File: config.mk
export PLATFORM = sky130hd
export DESIGN_NAME = primitive_assembly
export DESIGN_NICKNAME = d
export VERILOG_FILES = /design/src/design/pa_pkg.sv /design/src/design/pa_front.sv /design/src/design/pa_queue.sv /design/src/design/pa_back.sv /design/src/design/primitive_assembly.sv
export SDC_FILE = /design/constraint.sdc
export NUM_CORES = 1
export LEC_CHECK = 0
export BUFFER_PORTS_ARGS = -buffer_cell sky130_fd_sc_hd__clkbuf_2
export CORE_MARGIN = 1
export CORE_UTILIZATION = 54
export CTS_CLUSTER_SIZE = 30
export DETAILED_ROUTE_END_ITERATION = 8
export PLACE_DENSITY = 0.76
export SLEW_MARGIN = 20
export SYNTH_ARGS = -nofsm -noshare
export SYNTH_HDL_FRONTEND = slang
export SYNTH_SLANG_ARGS = --single-unit
File: constraint.sdc
create_clock -name i_clk -period 5.57 [get_ports i_clk]
set_clock_uncertainty 0.05 [all_clocks]
set_input_delay 0.2785 -clock i_clk [delete_from_list [all_inputs] [get_ports i_clk]]
set_output_delay 0.2785 -clock i_clk [all_outputs]
set_load 0.1 [all_outputs]
File: src/design/pa_pkg.sv
// primitive assembly package: mode codes, queue record type and lookup tables
// used by the front, the queue wiring in the top level and the back end
// no dependencies
`default_nettype none

package pa_pkg;

    // default handle width and queue depth for the top level parameters
    localparam int VERTEX_ID_BITS_DEF = 16;
    localparam int QUEUE_DEPTH_DEF    = 4;

    // results one vertex can cause, and the index width over them
    localparam int MAX_RESULTS = 4;
    localparam int RES_IDX_W   = $clog2(MAX_RESULTS);

    // vertex count wraps at twelve, a common multiple of three and four
    localparam logic [3:0] PHASE_LAST = 4'd11;

    // seen counter saturates here
    localparam logic [1:0] SEEN_MAX = 2'd3;

    // primitive mode register codes
    typedef enum logic [2:0] {
        MODE_TRIS       = 3'd0,
        MODE_QUADS      = 3'd1,
        MODE_QUAD_STRIP = 3'd2,
        MODE_LINES      = 3'd3,
        MODE_FAN        = 3'd4,
        MODE_TRI_STRIP  = 3'd5,
        MODE_LINE_STRIP = 3'd6,
        MODE_LINE_LOOP  = 3'd7
    } t_mode;

    // phase modulo three
    localparam logic [1:0] MOD3_LUT [16] = '{
        2'd0, 2'd1, 2'd2, 2'd0, 2'd1, 2'd2, 2'd0, 2'd1,
        2'd2, 2'd0, 2'd1, 2'd2, 2'd0, 2'd1, 2'd2, 2'd0
    };

    // control part of one queued job (handles travel beside it)
    typedef struct packed {
        logic [RES_IDX_W-1:0]                  last_idx;
        logic                                  has_vertex;
        logic                                  batch_end;
        logic                                  batch_error;
        logic [MAX_RESULTS-1:0][1:0]           corners;
    } t_job_ctl;

    localparam int JOB_CTL_W = $bits(t_job_ctl);

endpackage

`default_nettype wire

File: src/design/pa_front.sv
// primitive assembly front: holds the batch state and the mode register,
// turns each accepted vertex beat into at most one queued job of up to four corners
// depends on pa_pkg
`default_nettype none

module pa_front #(
    parameter int VERTEX_ID_BITS = 16
) (
    input  wire logic                                        i_clk,
    input  wire logic                                        i_rst_n,
    input  wire logic                                        i_cfg_we,
    input  wire logic [2:0]                                  i_cfg_wdata,
    input  wire logic                                        i_valid,
    input  wire logic [VERTEX_ID_BITS-1:0]                   i_vertex_id,
    input  wire logic                                        i_batch_last,
    output logic                                             o_ready,
    output logic                                             o_push,
    input  wire logic                                        i_push_ready,
    output pa_pkg::t_job_ctl                                 o_job_ctl,
    output logic [pa_pkg::MAX_RESULTS-1:0][VERTEX_ID_BITS-1:0] o_job_ids
);
    import pa_pkg::*;

    t_mode                      r_mode;
    logic [VERTEX_ID_BITS-1:0]  r_first, r_prev, r_prev2;
    logic [3:0]                 r_phase, n_phase;
    logic [1:0]                 r_seen;
    logic                       r_parity, n_parity;

    logic [VERTEX_ID_BITS-1:0]  first_eff;
    logic [2:0]                 res_cnt;
    logic                       err;
    logic                       accept;

    // mode register
    always_ff @(posedge i_clk) begin
        if (!i_rst_n) begin
            r_mode <= MODE_TRIS;
        end else if (i_cfg_we) begin
            r_mode <= t_mode'(i_cfg_wdata);
        end
    end

    assign accept  = i_valid && i_push_ready;
    assign o_ready = i_push_ready;

    // classify the vertex and build its job
    always_comb begin
        o_job_ids = '0;
        o_job_ctl = '0;
        res_cnt   = 3'd0;
        err       = 1'b0;
        n_parity  = r_parity;
        first_eff = (r_seen == 2'd0) ? i_vertex_id : r_first;
        n_phase   = (r_phase >= PHASE_LAST) ? 4'd0 : r_phase + 4'd1;
        o_job_ctl.has_vertex = 1'b1;

        unique case (r_mode)
            MODE_TRIS: begin
                res_cnt              = 3'd1;
                o_job_ids[0]         = i_vertex_id;
                o_job_ctl.corners[0] = MOD3_LUT[r_phase];
                err                  = (MOD3_LUT[n_phase] != 2'd0);
            end
            MODE_QUADS: begin
                res_cnt              = 3'd1;
                o_job_ids[0]         = i_vertex_id;
                o_job_ctl.corners[0] = r_phase[1:0];
                err                  = (n_phase[1:0] != 2'd0);
            end
            MODE_QUAD_STRIP, MODE_LINES: begin
                res_cnt              = 3'd1;
                o_job_ids[0]         = i_vertex_id;
                o_job_ctl.corners[0] = {1'b0, r_phase[0]};
            end
            MODE_FAN: begin
                if (r_seen >= 2'd2) begin
                    res_cnt              = 3'd3;
                    o_job_ids[0]         = first_eff;
                    o_job_ids[1]         = r_prev;
                    o_job_ids[2]         = i_vertex_id;
                    o_job_ctl.corners[0] = 2'd0;
                    o_job_ctl.corners[1] = 2'd1;
                    o_job_ctl.corners[2] = 2'd2;
                end
            end
            MODE_TRI_STRIP: begin
                if (r_seen >= 2'd2) begin
                    res_cnt              = 3'd3;
                    o_job_ids[0]         = r_parity ? r_prev : r_prev2;
                    o_job_ids[1]         = r_parity ? r_prev2 : r_prev;
                    o_job_ids[2]         = i_vertex_id;
                    o_job_ctl.corners[0] = 2'd0;
                    o_job_ctl.corners[1] = 2'd1;
                    o_job_ctl.corners[2] = 2'd2;
                    n_parity             = !r_parity;
                end
            end
            MODE_LINE_STRIP, MODE_LINE_LOOP: begin
                if (r_seen >= 2'd1) begin
                    res_cnt              = 3'd2;
                    o_job_ids[0]         = r_prev;
                    o_job_ids[1]         = i_vertex_id;
                    o_job_ctl.corners[0] = 2'd0;
                    o_job_ctl.corners[1] = 2'd1;
                    // closing pair of a loop
                    if (r_mode == MODE_LINE_LOOP && i_batch_last) begin
                        res_cnt              = 3'd4;
                        o_job_ids[2]         = i_vertex_id;
                        o_job_ids[3]         = first_eff;
                        o_job_ctl.corners[2] = 2'd0;
                        o_job_ctl.corners[3] = 2'd1;
                    end
                end
            end
            default: begin
                res_cnt = 3'd0;
            end
        endcase

        // status-only beat when a batch ends with nothing to emit
        if (i_batch_last && res_cnt == 3'd0) begin
            res_cnt              = 3'd1;
            o_job_ctl.has_vertex = 1'b0;
        end

        o_job_ctl.last_idx    = RES_IDX_W'(res_cnt - 3'd1);
        o_job_ctl.batch_end   = i_batch_last;
        o_job_ctl.batch_error = i_batch_last && err;
    end

    assign o_push = accept && (res_cnt != 3'd0);

    // batch counters
    always_ff @(posedge i_clk) begin
        if (!i_rst_n) begin
            r_phase  <= 4'd0;
            r_seen   <= 2'd0;
            r_parity <= 1'b0;
        end else if (accept) begin
            if (i_batch_last) begin
                r_phase  <= 4'd0;
                r_seen   <= 2'd0;
                r_parity <= 1'b0;
            end else begin
                r_phase  <= n_phase;
                r_seen   <= (r_seen == SEEN_MAX) ? SEEN_MAX : r_seen + 2'd1;
                r_parity <= n_parity;
            end
        end
    end

    // vertex history
    always_ff @(posedge i_clk) begin
        if (accept) begin
            r_first <= first_eff;
            r_prev  <= i_vertex_id;
            r_prev2 <= r_prev;
        end
    end

endmodule

`default_nettype wire

File: src/design/pa_queue.sv
// primitive assembly job queue: small register fifo between front and back
// depends on pa_pkg only through the widths the top level hands down
`default_nettype none

module pa_queue #(
    parameter int WIDTH = 8,
    parameter int DEPTH = 4
) (
    input  wire logic             i_clk,
    input  wire logic             i_rst_n,
    input  wire logic             i_push,
    input  wire logic [WIDTH-1:0] i_data,
    output logic                  o_not_full,
    input  wire logic             i_pop,
    output logic                  o_not_empty,
    output logic [WIDTH-1:0]      o_data
);
    localparam int PTR_W = (DEPTH > 1) ? $clog2(DEPTH) : 1;
    localparam int CNT_W = $clog2(DEPTH + 1);

    logic [WIDTH-1:0] r_mem [DEPTH];
    logic [PTR_W-1:0] r_wr_ptr, r_rd_ptr;
    logic [CNT_W-1:0] r_count;
    logic             do_push, do_pop;

    assign o_not_full  = (r_count != CNT_W'(DEPTH));
    assign o_not_empty = (r_count != '0);
    assign do_push     = i_push && o_not_full;
    assign do_pop      = i_pop && o_not_empty;
    assign o_data      = r_mem[r_rd_ptr];

    // storage
    always_ff @(posedge i_clk) begin
        if (do_push) begin
            r_mem[r_wr_ptr] <= i_data;
        end
    end

    // pointers and fill count
    always_ff @(posedge i_clk) begin
        if (!i_rst_n) begin
            r_wr_ptr <= '0;
            r_rd_ptr <= '0;
            r_count  <= '0;
        end else begin
            if (do_push) begin
                r_wr_ptr <= (r_wr_ptr == PTR_W'(DEPTH - 1)) ? '0 : r_wr_ptr + PTR_W'(1);
            end
            if (do_pop) begin
                r_rd_ptr <= (r_rd_ptr == PTR_W'(DEPTH - 1)) ? '0 : r_rd_ptr + PTR_W'(1);
            end
            if (do_push && !do_pop) begin
                r_count <= r_count + CNT_W'(1);
            end else if (do_pop && !do_push) begin
                r_count <= r_count - CNT_W'(1);
            end
        end
    end

endmodule

`default_nettype wire

File: src/design/pa_back.sv
// primitive assembly back end: walks the corners of the head job, one
// result beat per cycle unless the output stalls, into a registered output stage
// depends on pa_pkg
`default_nettype none

module pa_back #(
    parameter int VERTEX_ID_BITS = 16
) (
    input  wire logic                                             i_clk,
    input  wire logic                                             i_rst_n,
    input  wire logic                                             i_job_valid,
    input  wire pa_pkg::t_job_ctl                                 i_job_ctl,
    input  wire logic [pa_pkg::MAX_RESULTS-1:0][VERTEX_ID_BITS-1:0] i_job_ids,
    output logic                                                  o_job_pop,
    output logic                                                  o_valid,
    input  wire logic                                             i_ready,
    output logic [VERTEX_ID_BITS-1:0]                             o_vertex_id,
    output logic [1:0]                                            o_corner,
    output logic                                                  o_has_vertex,
    output logic                                                  o_last_of_run,
    output logic                                                  o_batch_end,
    output logic                                                  o_batch_error
);
    import pa_pkg::*;

    logic [RES_IDX_W-1:0]      r_idx;
    logic                      r_valid;
    logic [VERTEX_ID_BITS-1:0] r_vertex_id;
    logic [1:0]                r_corner;
    logic                      r_has_vertex, r_last_of_run, r_batch_end, r_batch_error;
    logic                      out_free, load, at_last;

    assign out_free  = !r_valid || i_ready;
    assign load      = i_job_valid && out_free;
    assign at_last   = (r_idx == i_job_ctl.last_idx);
    assign o_job_pop = load && at_last;

    // corner index and output valid
    always_ff @(posedge i_clk) begin
        if (!i_rst_n) begin
            r_idx   <= '0;
            r_valid <= 1'b0;
        end else begin
            if (out_free) begin
                r_valid <= i_job_valid;
            end
            if (load) begin
                r_idx <= at_last ? '0 : r_idx + RES_IDX_W'(1);
            end
        end
    end

    // output beat payload
    always_ff @(posedge i_clk) begin
        if (load) begin
            r_vertex_id   <= i_job_ids[r_idx];
            r_corner      <= i_job_ctl.corners[r_idx];
            r_has_vertex  <= i_job_ctl.has_vertex;
            r_last_of_run <= at_last;
            r_batch_end   <= at_last && i_job_ctl.batch_end;
            r_batch_error <= at_last && i_job_ctl.batch_error;
        end
    end

    assign o_valid       = r_valid;
    assign o_vertex_id   = r_vertex_id;
    assign o_corner      = r_corner;
    assign o_has_vertex  = r_has_vertex;
    assign o_last_of_run = r_last_of_run;
    assign o_batch_end   = r_batch_end;
    assign o_batch_error = r_batch_error;

endmodule

`default_nettype wire

File: src/design/primitive_assembly.sv
// primitive assembly top level: stream ports, front, job queue and back end
// depends on pa_pkg, pa_front, pa_queue, pa_back
//
// usage
//  - slave stream: one vertex handle per beat in tdata, tlast on the last
//    vertex of a batch
//  - master stream: one corner (or one status beat) per beat; tlast marks the
//    final beat caused by one input vertex, tuser carries has_vertex,
//    batch_end and batch_error
//  - i_cfg_we/i_cfg_wdata write the 3-bit primitive mode; write it only while
//    no batch is in flight
//  - the result beats of a vertex pass the queue write, then the output
//    register, before they are valid on the master stream
//  - throughput: the back end gives one result beat per cycle unless stalled;
//    a fan or triangle strip vertex gives 3 beats, a line strip or loop
//    vertex 2, a loop's last vertex 4, a pass-through or status beat 1, others 0
//  - the front takes one vertex per cycle while the job queue (QUEUE_DEPTH
//    jobs) has room
//  - reset sets the mode to triangles, clears the batch counters, empties the
//    queue and drops o_m_tvalid
//  - when the receiver stalls the output beat holds, the queue fills and then
//    o_s_tready falls
`default_nettype none

module primitive_assembly #(
    parameter int VERTEX_ID_BITS = pa_pkg::VERTEX_ID_BITS_DEF,
    parameter int QUEUE_DEPTH    = pa_pkg::QUEUE_DEPTH_DEF,
    localparam int IN_TDATA_W    = ((VERTEX_ID_BITS + 7) / 8) * 8,
    localparam int OUT_TDATA_W   = ((VERTEX_ID_BITS + 2 + 7) / 8) * 8
) (
    input  wire logic                   i_clk,
    input  wire logic                   i_rst_n,
    // configuration
    input  wire logic                   i_cfg_we,
    input  wire logic [2:0]             i_cfg_wdata,
    // vertex input
    input  wire logic                   i_s_tvalid,
    output logic                        o_s_tready,
    input  wire logic [IN_TDATA_W-1:0]  i_s_tdata,   // vertex_id, zero pad
    input  wire logic                   i_s_tlast,
    // corner output
    output logic                        o_m_tvalid,
    input  wire logic                   i_m_tready,
    output logic [OUT_TDATA_W-1:0]      o_m_tdata,   // out_vertex_id, corner, zero pad
    output logic                        o_m_tlast,
    output logic [2:0]                  o_m_tuser    // has_vertex, batch_end, batch_error
);
    import pa_pkg::*;

    localparam int JOB_W = JOB_CTL_W + MAX_RESULTS * VERTEX_ID_BITS;

    t_job_ctl                                  push_ctl, pop_ctl;
    logic [MAX_RESULTS-1:0][VERTEX_ID_BITS-1:0] push_ids, pop_ids;
    logic [JOB_W-1:0]                          push_data, pop_data;
    logic                                      push, q_not_full, q_not_empty, pop;
    logic [VERTEX_ID_BITS-1:0]                 out_vid;
    logic [1:0]                                out_corner;
    logic                                      out_has, out_bend, out_berr;

    // front: state and classification
    pa_front #(
        .VERTEX_ID_BITS (VERTEX_ID_BITS)
    ) u_front (
        .i_clk        (i_clk),
        .i_rst_n      (i_rst_n),
        .i_cfg_we     (i_cfg_we),
        .i_cfg_wdata  (i_cfg_wdata),
        .i_valid      (i_s_tvalid),
        .i_vertex_id  (i_s_tdata[VERTEX_ID_BITS-1:0]),
        .i_batch_last (i_s_tlast),
        .o_ready      (o_s_tready),
        .o_push       (push),
        .i_push_ready (q_not_full),
        .o_job_ctl    (push_ctl),
        .o_job_ids    (push_ids)
    );

    assign push_data = {push_ctl, push_ids};

    // job queue
    pa_queue #(
        .WIDTH (JOB_W),
        .DEPTH (QUEUE_DEPTH)
    ) u_queue (
        .i_clk       (i_clk),
        .i_rst_n     (i_rst_n),
        .i_push      (push),
        .i_data      (push_data),
        .o_not_full  (q_not_full),
        .i_pop       (pop),
        .o_not_empty (q_not_empty),
        .o_data      (pop_data)
    );

    assign pop_ctl = t_job_ctl'(pop_data[JOB_W-1 -: JOB_CTL_W]);
    assign pop_ids = pop_data[MAX_RESULTS*VERTEX_ID_BITS-1:0];

    // back end: corner sequencing and output register
    pa_back #(
        .VERTEX_ID_BITS (VERTEX_ID_BITS)
    ) u_back (
        .i_clk         (i_clk),
        .i_rst_n       (i_rst_n),
        .i_job_valid   (q_not_empty),
        .i_job_ctl     (pop_ctl),
        .i_job_ids     (pop_ids),
        .o_job_pop     (pop),
        .o_valid       (o_m_tvalid),
        .i_ready       (i_m_tready),
        .o_vertex_id   (out_vid),
        .o_corner      (out_corner),
        .o_has_vertex  (out_has),
        .o_last_of_run (o_m_tlast),
        .o_batch_end   (out_bend),
        .o_batch_error (out_berr)
    );

    // output beat packing
    assign o_m_tdata = OUT_TDATA_W'({out_corner, out_vid});
    assign o_m_tuser = {out_berr, out_bend, out_has};

    // batch end only on the final beat of a vertex
    a_bend_last: assert property (@(posedge i_clk) disable iff (!i_rst_n)
        (o_m_tvalid && o_m_tuser[1]) |-> o_m_tlast)
        else $error("batch end flagged on a beat that is not last of run");

    // a status-only beat always closes a batch
    a_status_end: assert property (@(posedge i_clk) disable iff (!i_rst_n)
        (o_m_tvalid && !o_m_tuser[0]) |-> (o_m_tuser[1] && o_m_tlast))
        else $error("status-only beat without batch end");

    // error is reported only at batch end
    a_err_end: assert property (@(posedge i_clk) disable iff (!i_rst_n)
        (o_m_tvalid && o_m_tuser[2]) |-> o_m_tuser[1])
        else $error("batch error outside batch end");

    // a pushed job enters a queue that has room
    a_push_room: assert property (@(posedge i_clk) disable iff (!i_rst_n)
        push |-> q_not_full)
        else $error("job pushed into a full queue");

endmodule

`default_nettype wire
Yosys cells after proc, flatten, opt, wreduce, memory -nomap -nowiden
Memories as Yosys holds them, arrays and structs flattened. A register that Yosys moved wholly into a read port is not among the register bits.
Index checks and enable logic that the tools add are counted.
{ "word_totals": {"register_bits": 90, "mem_bits_rw": 308, "rom_bits": 64, "input_bits": 25, "out_inout_bits": 30, "word_cells": 129, "mem_count": 3} }
{ "mem_list": {"columns": ["memory", "words", "word_bits", "rd", "rd_clocked_by_memory_dff", "write_ports", "line", "rtl"], "rows": [
  ["u_queue.r_mem", 4, 77, 1, 1, 1, "pa_queue.sv:21", "logic [WIDTH-1:0] r_mem [DEPTH];"],
  ["(no name shown)", 16, 2, 1, 0, 0, "pa_front.sv:62", "o_job_ctl.corners[0] = MOD3_LUT[r_phase];"],
  ["(no name shown)", 16, 2, 1, 0, 0, "pa_front.sv:63", "err = (MOD3_LUT[n_phase] != 2'd0);"]
]} }
{ "classes": {"add_sub_neg": 8, "n_lt_le_gt_ge": 6, "n_eq_ne": 12, "muxes": 47, "bitwise": 2, "n_reduce_logical": 33} }
{ "ops": {"columns": ["operator", "n"], "rows": [
  ["$mux 48", 2],
  ["$pmux 32 s3", 1],
  ["$mux 16", 5],
  ["$mux 64", 1],
  ["$pmux 16 s4", 1],
  ["$bmux 16 s2", 1],
  ["$mux 32", 1],
  ["$mux 2", 14],
  ["$mux 3", 6],
  ["$logic_and 1x1->1", 13],
  ["$eq 3x3->1 const B", 4],
  ["$ge 5x5->1 const B", 2],
  ["$not 4->5", 2],
  ["$pmux 2 s5", 1],
  ["$reduce_bool 2->1", 5],
  ["$pmux 3 s3", 1],
  ["$add 2x1->2 const B", 4],
  ["$mux 4", 2],
  ["$mux 8", 1],
  ["$pmux 4 s2", 1],
  ["$eq 2x2->1 const B", 3],
  ["$eq 3x2->1 const B", 2],
  ["$logic_not 3->1", 2],
  ["$mux 1", 6],
  ["21 further kinds", 27]
]} }

Longest topological paths before layout
Gate-level depths: netlist (run 1).
{ "depth": {"ltp_word": 15, "mapped_depth": 14} }

Hierarchy
A second synthesis (run 1) with hierarchy kept.
{ "hier_totals": {"hier_cells": 863, "hier_area_um2": 16538.4} }
{ "by_module_without_submodules": {"columns": ["module", "n_inst", "cells_each", "area_each_um2"], "rows": [
  ["pa_queue", 1, 454, 11584.9],
  ["pa_front", 1, 331, 3573.4],
  ["pa_back", 1, 68, 1308.8],
  ["primitive_assembly", 1, 10, 71.3]
]} }

Least setup slack after synthesis (run 1)
No wires, ideal clock.
{ "synth_path": {"path_type": "reg2reg", "startpoint": "register u_queue.r_count[0]", "endpoint": "memory u_queue.r_mem[0][0] in the netlist's numbering (enable)", "setup_time_ns": 0.441, "arrival_ns": 4.385, "required_ns": 5.079, "slack_ns": 0.695, "stages_incl_launch_ff": 5, "path_buffers": 0, "period_less_slack_ns": 4.875, "path_cell_list": "dfxtp_1 -> or3b_1 -> nand2_1 -> inv_1 -> and3_1"} }
{ "synth_between": {"elab_chain_len": 6} }
{ "synth_lines": {"columns": ["element", "line", "rtl"], "rows": [
  ["start: declaration", "pa_queue.sv:23", "logic [CNT_W-1:0] r_count;"],
  ["start signal: assignment", "pa_queue.sv:53", "r_count <= r_count + CNT_W'(1);"],
  ["start signal: assignment", "pa_queue.sv:55", "r_count <= r_count - CNT_W'(1);"],
  ["$ne 3x3->1", "pa_queue.sv:26", "assign o_not_full = (r_count != CNT_W'(DEPTH));"],
  ["via o_s_tready", "primitive_assembly.sv:38", "output logic o_s_tready,"],
  ["$logic_and 1x1->1", "pa_front.sv:44", "assign accept = i_valid && i_push_ready;"],
  ["via u_front.accept", "pa_front.sv:33", "logic accept;"],
  ["$logic_and 1x1->1", "pa_front.sv:132", "assign o_push = accept && (res_cnt != 3'd0);"],
  ["$logic_and 1x1->1", "pa_queue.sv:28", "assign do_push = i_push && o_not_full;"],
  ["$mux 1", "pa_queue.sv:34", "if (do_push) begin"],
  ["$mux 1 (implied by the code)", "pa_queue.sv:35", "r_mem[r_wr_ptr] <= i_data;"],
  ["end: declaration", "pa_queue.sv:21", null]
]} }
The timed path passes the listed nets, and every way through them passes these cells.

Worst setup path in the final report (run 1)
{ "layout_path": {"startpoint": "register u_front.r_mode[2]", "endpoint": "register u_queue.r_count[2]"} }
{ "layout_between": {"elab_chain_len": 14} }
{ "layout_lines": {"columns": ["element", "line", "rtl"], "rows": [
  ["start: declaration", "pa_front.sv:24", "t_mode r_mode;"],
  ["start signal: assignment", "pa_front.sv:40", "r_mode <= t_mode'(i_cfg_wdata);"],
  ["$eq 3x3->1", "pa_front.sv:58, pa_front.sv:107", null],
  ["$logic_and 1x1->1", "pa_front.sv:107", "if (r_mode == MODE_LINE_LOOP && i_batch_last) begin"],
  ["$mux 3", "pa_front.sv:107", null],
  ["$mux 3", "pa_front.sv:100", "if (r_seen >= 2'd1) begin"],
  ["$pmux 3 s3 *", "pa_front.sv:58", "unique case (r_mode)"],
  ["$logic_not 3->1", "pa_front.sv:122", "if (i_batch_last && res_cnt == 3'd0) begin"],
  ["$logic_and 1x1->1", "pa_front.sv:122", null],
  ["$mux 3 *", "pa_front.sv:122", null],
  ["$reduce_bool 3->1 *", "pa_front.sv:132", null],
  ["$logic_and 1x1->1 *", "pa_front.sv:132", null],
  ["$logic_and 1x1->1 *", "pa_queue.sv:28", null],
  ["$logic_not 1->1", "pa_queue.sv:54", "end else if (do_pop && !do_push) begin"],
  ["$logic_and 1x1->1", "pa_queue.sv:54", null],
  ["$reduce_bool 2->1 (no line)", null, null]
]} }
Mark *: on every way between the ends. The rest lies on a longest branch, timed or not.
A chain may end at the register's enable or synchronous reset.

==> results of run 1 <==
[logic make-up (layout without fill, tap and decap cells)]
| family | count (synthesis) | after routing | synth area share [%] |
|---|---|---|---|
| DFF | 388 | 388 | 72.4 |
| and+or+nand+nor | 138 | 138 | 4.28 |
| muxes | 119 | 119 | 15.7 |
| buffers and inverters | 81 | 179 | 2.74 |
| AOI/OAI and AO/OA | 67 | 67 | 3.37 |
| adders and majority gates | 14 | 14 | 1.16 |
| xor gates and xnor gates | 6 | 6 | 0.380 |
| other | 1 | 6 | 0.0237 |
[power groups by stage]
| stage | Combinational [mW] | Sequential (mW) | Clock (mW) |
|---|---|---|---|
| floorplan | 1.09 | 4.36 | 0 |
| global placement | 1.89 | 3.89 | 0 |
| detailed placement | 1.92 | 3.91 | 0 |
| CTS | 1.94 | 3.85 | 2.52 |
| global route | 2.02 | 3.88 | 2.63 |
| finish | 1.92 | 3.84 | 2.49 |
[cells in the mapped netlist (9+ instances only)]
cell,n
edfxtp_1,366
mux4_2,52
nand2_1,44
mux4_1,38
and2_1,33
a222oi_1,32
nor2_1,31
inv_1,29
dfxtp_1,22
buf_2,21
a21oi_1,16
mux2_2,16
ha_1,13
mux2i_1,13
buf_4,10
clkbuf_1,9
[worst reg2reg max path, stage by stage (launching register included)]
cell	delay (ps)
dfxtp_1	510
clkinv_1	680
a311o_1	520
ha_1	180
o21ai_0	220
and2_0	330
ha_1	240
inv_1	70
fa_1	390
xor2_1	180
or3_1	300
a21oi_1	150
[worst max-delay path by stage]
stage	endpoint	slack (ps)	depth (start not counted)
after floorplan	u_queue.r_mem[0][0]	690	4
after global placement	u_queue.r_count[2]	1930	11
after detailed placement	u_queue.r_count[2]	1730	11
after CTS	u_queue.r_count[2]	1680	11
after global routing	u_queue.r_count[2]	1420	11
final	u_queue.r_count[2]	1650	11
[per-layer routing]
layer  share of wire, %  GRT usage (%)
met5                  0              0
met1                 40           27.5
met2                 50           35.0
met4                2.4           7.41
met3                7.4           3.58
[flip-flops by register name, indices dropped and copies added, names as in the netlist, named ones only]
name                  cells
u_front.r_prev2          16
u_front.r_seen            2
u_back.o_vertex_id       16
u_back.o_valid            1
u_queue.r_wr_ptr          2
u_queue.r_mem           296
u_back.o_corner           2
u_queue.r_count           3
u_front.r_first          16
u_front.r_mode            3
u_front.r_prev           16
u_front.r_phase           4
u_back.o_last_of_run      1
u_back.o_batch_error      1
u_front.r_parity          1
u_back.o_batch_end        1
u_queue.r_rd_ptr          2
u_back.r_idx              2
u_back.o_has_vertex       1
[timing repair]
action | 4_1_cts | 5_1_grt
setup buffers | 0 | 0
endpoints found under the hold margin | 16 | 0
hold buffers | 16 | 0
[through the flow]
step | setup WS [ps] | instances | instance area (sq um) | utilization, % | hold WS [ps]
after global routing | 1420 | 1301 | 17800 | 61.7 | 4.22
after CTS | 1680 | 1301 | 17800 | 61.7 | 7.11
after floorplan | 695 | 819 | 15800 | - | 327
after global placement | 1930 | 1218 | 16400 | 56.9 | 406
final | 1650 | 1301 | 17800 | 61.7 | 29.6
after detailed placement | 1730 | 1218 | 16400 | 56.9 | 421
[layout make-up]
class,count,share of cell area (%)
Timing Repair Buffer,81,2.97
Sequential cell,388,64.4
Clock inverter,16,0.852
Clock buffer,51,5.99
Multi-Input combinational cell,350,22.4
Tap cell,384,2.70
Inverter,31,0.662
[layout by cell type, fill, tap and decap left out, types with 16 or more instances in the layout]
master	count
mux4_2	52
nand2_1	44
inv_1	28
mux4_1	38
clkbuf_2	48
and2_1	33
nor2_1	26
edfxtp_1	366
dfxtp_1	19
mux2_2	16
buf_4	17
a21oi_1	16
clkbuf_16	41
a222oi_1	32
dlygate4sd3_1	16
==> results.cfg, run 1 <==
[status]
status = completed

[setup_path]
cp_top_family = compound AO/OA/AOI/OAI gates
critPathMostFrequentCell = ha_1
cp-start-kind = flop
reg2reg_to = u_queue.r_count[2]
critPathLaunch = u_front.r_mode[2]
r2r_setup_slack_ps = 1650
worstPathMaxFanout = 18
crit_slowest_cell = clkinv_1
path_cells = clkinv_1 -> a311o_1 -> ha_1 -> o21ai_0 -> and2_0 -> ha_1 -> inv_1 -> fa_1 -> xor2_1 -> or3_1 -> a21oi_1
cp.required_ps = 5950
rr_startpoint = u_front.r_mode[2]
critPathMaxStageDelay_ps = 680
rr_worst_depth = 11
critical_path_class = flop to flop
worst_setup_path_end_kind = flop
critPathBufInv = 2
crit_arrival_ps = 4300

[cts]
cts_buffers = 38
clk_path_buf_depth = 3
numClockSinks = 388
clock-root-buffer = clkbuf_16
cts_tree = done
clk_latency_ps = 520
clk_pin_slew_ps = 60
cts_htree_levels = 2
post_cts_resized = 0

[final_layout]
multi_input_area_sq_um = 3990
drive_gt1_share_pct = 21.5
final_nets = 929
register_area_sq_um = 11400
area_growth_pct = 12.4
final.fill_count = 1968
antenna_cells = 0

[power]
intPower_mw = 5.75
powerDensity_nw_per_um2 = 465
power.switching_mw = 2.50
seqPwrFrac_pct = 46.6
sw_frac_of_total_pct = 30.3
combPwrFrac_pct = 23.2
p_leak_nw = 5.99
vdd_drop_max_mv = 0.261
clkPwrFrac_pct = 30.2
total_power_mw = 8.25

[sta]
slew_viol_final = 0
period_share_pct = 70.3
fin_crit_ps = 3920
rsz0062_at_grt = false
worst_pin_slew_ps = 1140
max_freq_ghz = 0.255
setup_viol = 0
fin_setup_tns_ps = 0
slew_headroom_pct = 24.0
hold_viol = 0

[worst_hold_path]
worstHoldStart = i_s_tdata[4]
worstHoldEndpoint = u_front.r_prev[4]
min-delay-path-class = input pin to flop
whs_path_depth = 1

[grt]
track_usage_pct = 20.8
grt_pass1_wl_um = 46600
antenna_found_initial = 0
grt_pass1_vias = 8053
grt_start_max_net_pins = 56
grt_overflow = 0

[floorplan]
core_sq_um = 28800
io_pins = 55
row_count = 62
dieHeight_um = 173
start_util_pct = 54.9
die_w_um = 173
dieArea_sq_um = 29900

[yosys]
synthFlopType = edfxtp_1
post-synth-top-area-fraction_pct = 69.6
synth_edf_count = 366
synth_largest_area_cell = edfxtp_1
syn-cell-area_sq_um = 15800
yosysWarningCount = 0
async_flop_share_pct = 0
synth_cells = 814
ys_types = 46
avgSynthCellArea_sq_um = 19.4
synth_seq_area_share_pct = 72.4
synthTopCellsByArea = edfxtp_1 (70%), mux4_2 (7.4%), mux4_1 (6.3%)
ys_seq_elements = 388

[placed_design]
place_hpwl_um = 16900
routabilityCongestion = 0.751
portBuffers = 48

[drt]
wl_per_cell_um = 23.2
wl_um = 30200
drt_pre_antenna_iters = 7
via_per_inst = 6.07
drtAntennaViolNets = 0
first_iter_violations = 985
drc = 0
vias = 7895

[run]
cap_violations = 0
Power figures use the tool's default switching activity.
==> run 2, diff against run 1 <==
PLACE_DENSITY = 0.79   (was 0.76)
clock period = 3.3 ns   (was 5.57 ns; I/O delays follow)
==> run 2 against run 1 <==
Effect of this change:
- core utilization increased by 0.60 points
- power increased by 66%
- wire length increased by 3.1%
- largest power group unchanged
- clock-buffer cell count decreased by 2
- flip-flop and latch count unchanged
- fmax increased by 29%
- critical path depth increased by 1
- die area unchanged
- sequential share of layout area decreased by 0.63 points
==> results.cfg, run 2 (synthesis gave the netlist of run 1 again) <==
[status]
status = completed

[floorplan]
die_w_um = 173
dieHeight_um = 173
start_util_pct = 54.9
row_count = 62
dieArea_sq_um = 29900
io_pins = 55
core_sq_um = 28800

[run]
cap_violations = 0

[cts]
clk_pin_slew_ps = 60
clock-root-buffer = clkbuf_16
cts_tree = done
clk_path_buf_depth = 3
cts_htree_levels = 2
cts_buffers = 37
clk_latency_ps = 520
numClockSinks = 388
post_cts_buffers = 0

[setup_path]
critPathMaxStageDelay_ps = 390
cp.required_ps = 3670
path_cells = a21oi_1 -> nand3_1 -> and3_1 -> ha_1 -> o21ai_2 -> and2_4 -> ha_1 -> inv_1 -> fa_1 -> xor2_1 -> or3_1 -> a21oi_1
reg2reg_to = u_queue.r_count[2]
worst_setup_path_end_kind = flop
worstPathMaxFanout = 9
crit_slowest_cell = dfxtp_1
cp-start-kind = flop
cp_top_family = simple AND/OR/NAND/NOR gates
rr_worst_depth = 12
critical_path_class = flop to flop
critPathBufInv = 1
crit_arrival_ps = 3420
rr_startpoint = u_front.r_mode[1]
r2r_setup_slack_ps = 250

[final_layout]
final_cell_mix = edfxtp_1 (366), mux4_2 (52), clkbuf_2 (48)
final_nets = 950
regMostFlops = u_queue.r_mem
drive_gt1_share_pct = 22.1
utilization_pct = 62.3
area_growth_pct = 13.5
register_area_sq_um = 11400
largest_reg_flops = 296
antenna_cells = 0
final.fill_count = 1909
multi_input_area_sq_um = 3990
final_common_cell = edfxtp_1

[power]
p_leak_nw = 6.07
total_power_mw = 13.7
vdd_drop_max_mv = 0.437
powerDensity_nw_per_um2 = 764

[drt]
vias = 8080
wl_um = 31100
drc = 0
drt_pre_antenna_iters = 7
wl_per_cell_um = 23.6
via_per_inst = 6.13
first_iter_violations = 958
drtAntennaViolNets = 0

[sta]
holdWs_ps = 49.7
rsz0062_at_grt = false
slew_viol_final = 0
max_freq_ghz = 0.328
slew_headroom_pct = 53.0
hold_viol = 0
worst_pin_slew_ps = 704
period_share_pct = 92.3
setup_viol = 0
fin_setup_tns_ps = 0
fin_crit_ps = 3050

[worst_hold_path]
whs_path_depth = 2
worstHoldEndpoint = u_queue.r_mem[0][74]
min-delay-path-class = input pin to flop
worstHoldStart = i_s_tlast

[grt]
antenna_found_initial = 0
grt_overflow = 0
track_usage_pct = 21.2
grt_pass1_wl_um = 47800
grt_pass1_vias = 8205
grt_start_max_net_pins = 75

[placed_design]
portBuffers = 48
place_hpwl_um = 17500
routabilityCongestion = 0.763
-- run 2: changes by cell type in the layout (fill, tap and decap cells not counted), sizes merged --
cell,before,now
dlygate4sd3,16,24
clkbuf,99,97
inv,28,29
clkinvlp,2,1
buf,17,31
bufinv,3,1
-- run 2: where the power goes --
part / switching, mW / total (mW) / internal (mW)
sequential: 0.238 / 6.38 / 6.14
clock: 1.68 / 3.93 / 2.25
combinational: 2.28 / 3.39 / 1.12
-- run 2: cell type report --
type                       count  area share [%]
clock buffer                  49            5.71
clock inverter                14           0.502
inverter                      31           0.670
multi-input combinational    350            22.2
sequential                   388            63.8
tap                          384            2.68
timing repair buffer         103            4.46
-- run 2: metal layers --
| layer | vias to the layer above | global-route usage, % | part of all wire (%) |
|---|---|---|---|
| met2 | 360 | 35.9 | 51 |
| met1 | 4137 | 27.8 | 39 |
| met4 | 0 | 7.45 | 2.7 |
| met3 | 62 | 3.69 | 7.6 |
| li1 | 3521 | - | - |
| met5 | - | 0 | 0 |
-- run 2: worst max-delay path by stage --
stage | startpoint | to | depth (start not counted)
6_report | u_front.r_mode[1] | u_queue.r_count[2] | 12
5_1_grt | u_front.r_mode[1] | u_queue.r_count[2] | 12
3_3_place_gp | u_front.r_mode[1] | u_queue.r_count[2] | 12
2_1_floorplan | u_queue.r_count[1] | u_queue.r_count[2] | 11
4_1_cts | u_front.r_mode[1] | u_queue.r_count[2] | 12
3_5_place_dp | u_front.r_mode[1] | u_queue.r_count[2] | 12
-- run 2: repair_timing --
action                     in CTS  in global routing
hold endpoints to repair       27                  0
setup endpoints to repair       0                  1
hold buffers                   24                  0
resized for setup               0                  4
-- run 2: per-stage QoR --
stage / instances / setup WS [ps] / area [sq um]
after global placement: 1232 / 239 / 16600
final: 1319 / 254 / 17900
after global routing: 1319 / 115 / 17900
after CTS: 1319 / 87.4 / 17900
after detailed placement: 1232 / 101 / 16600
after floorplan: 819 / 11.6 / 15800
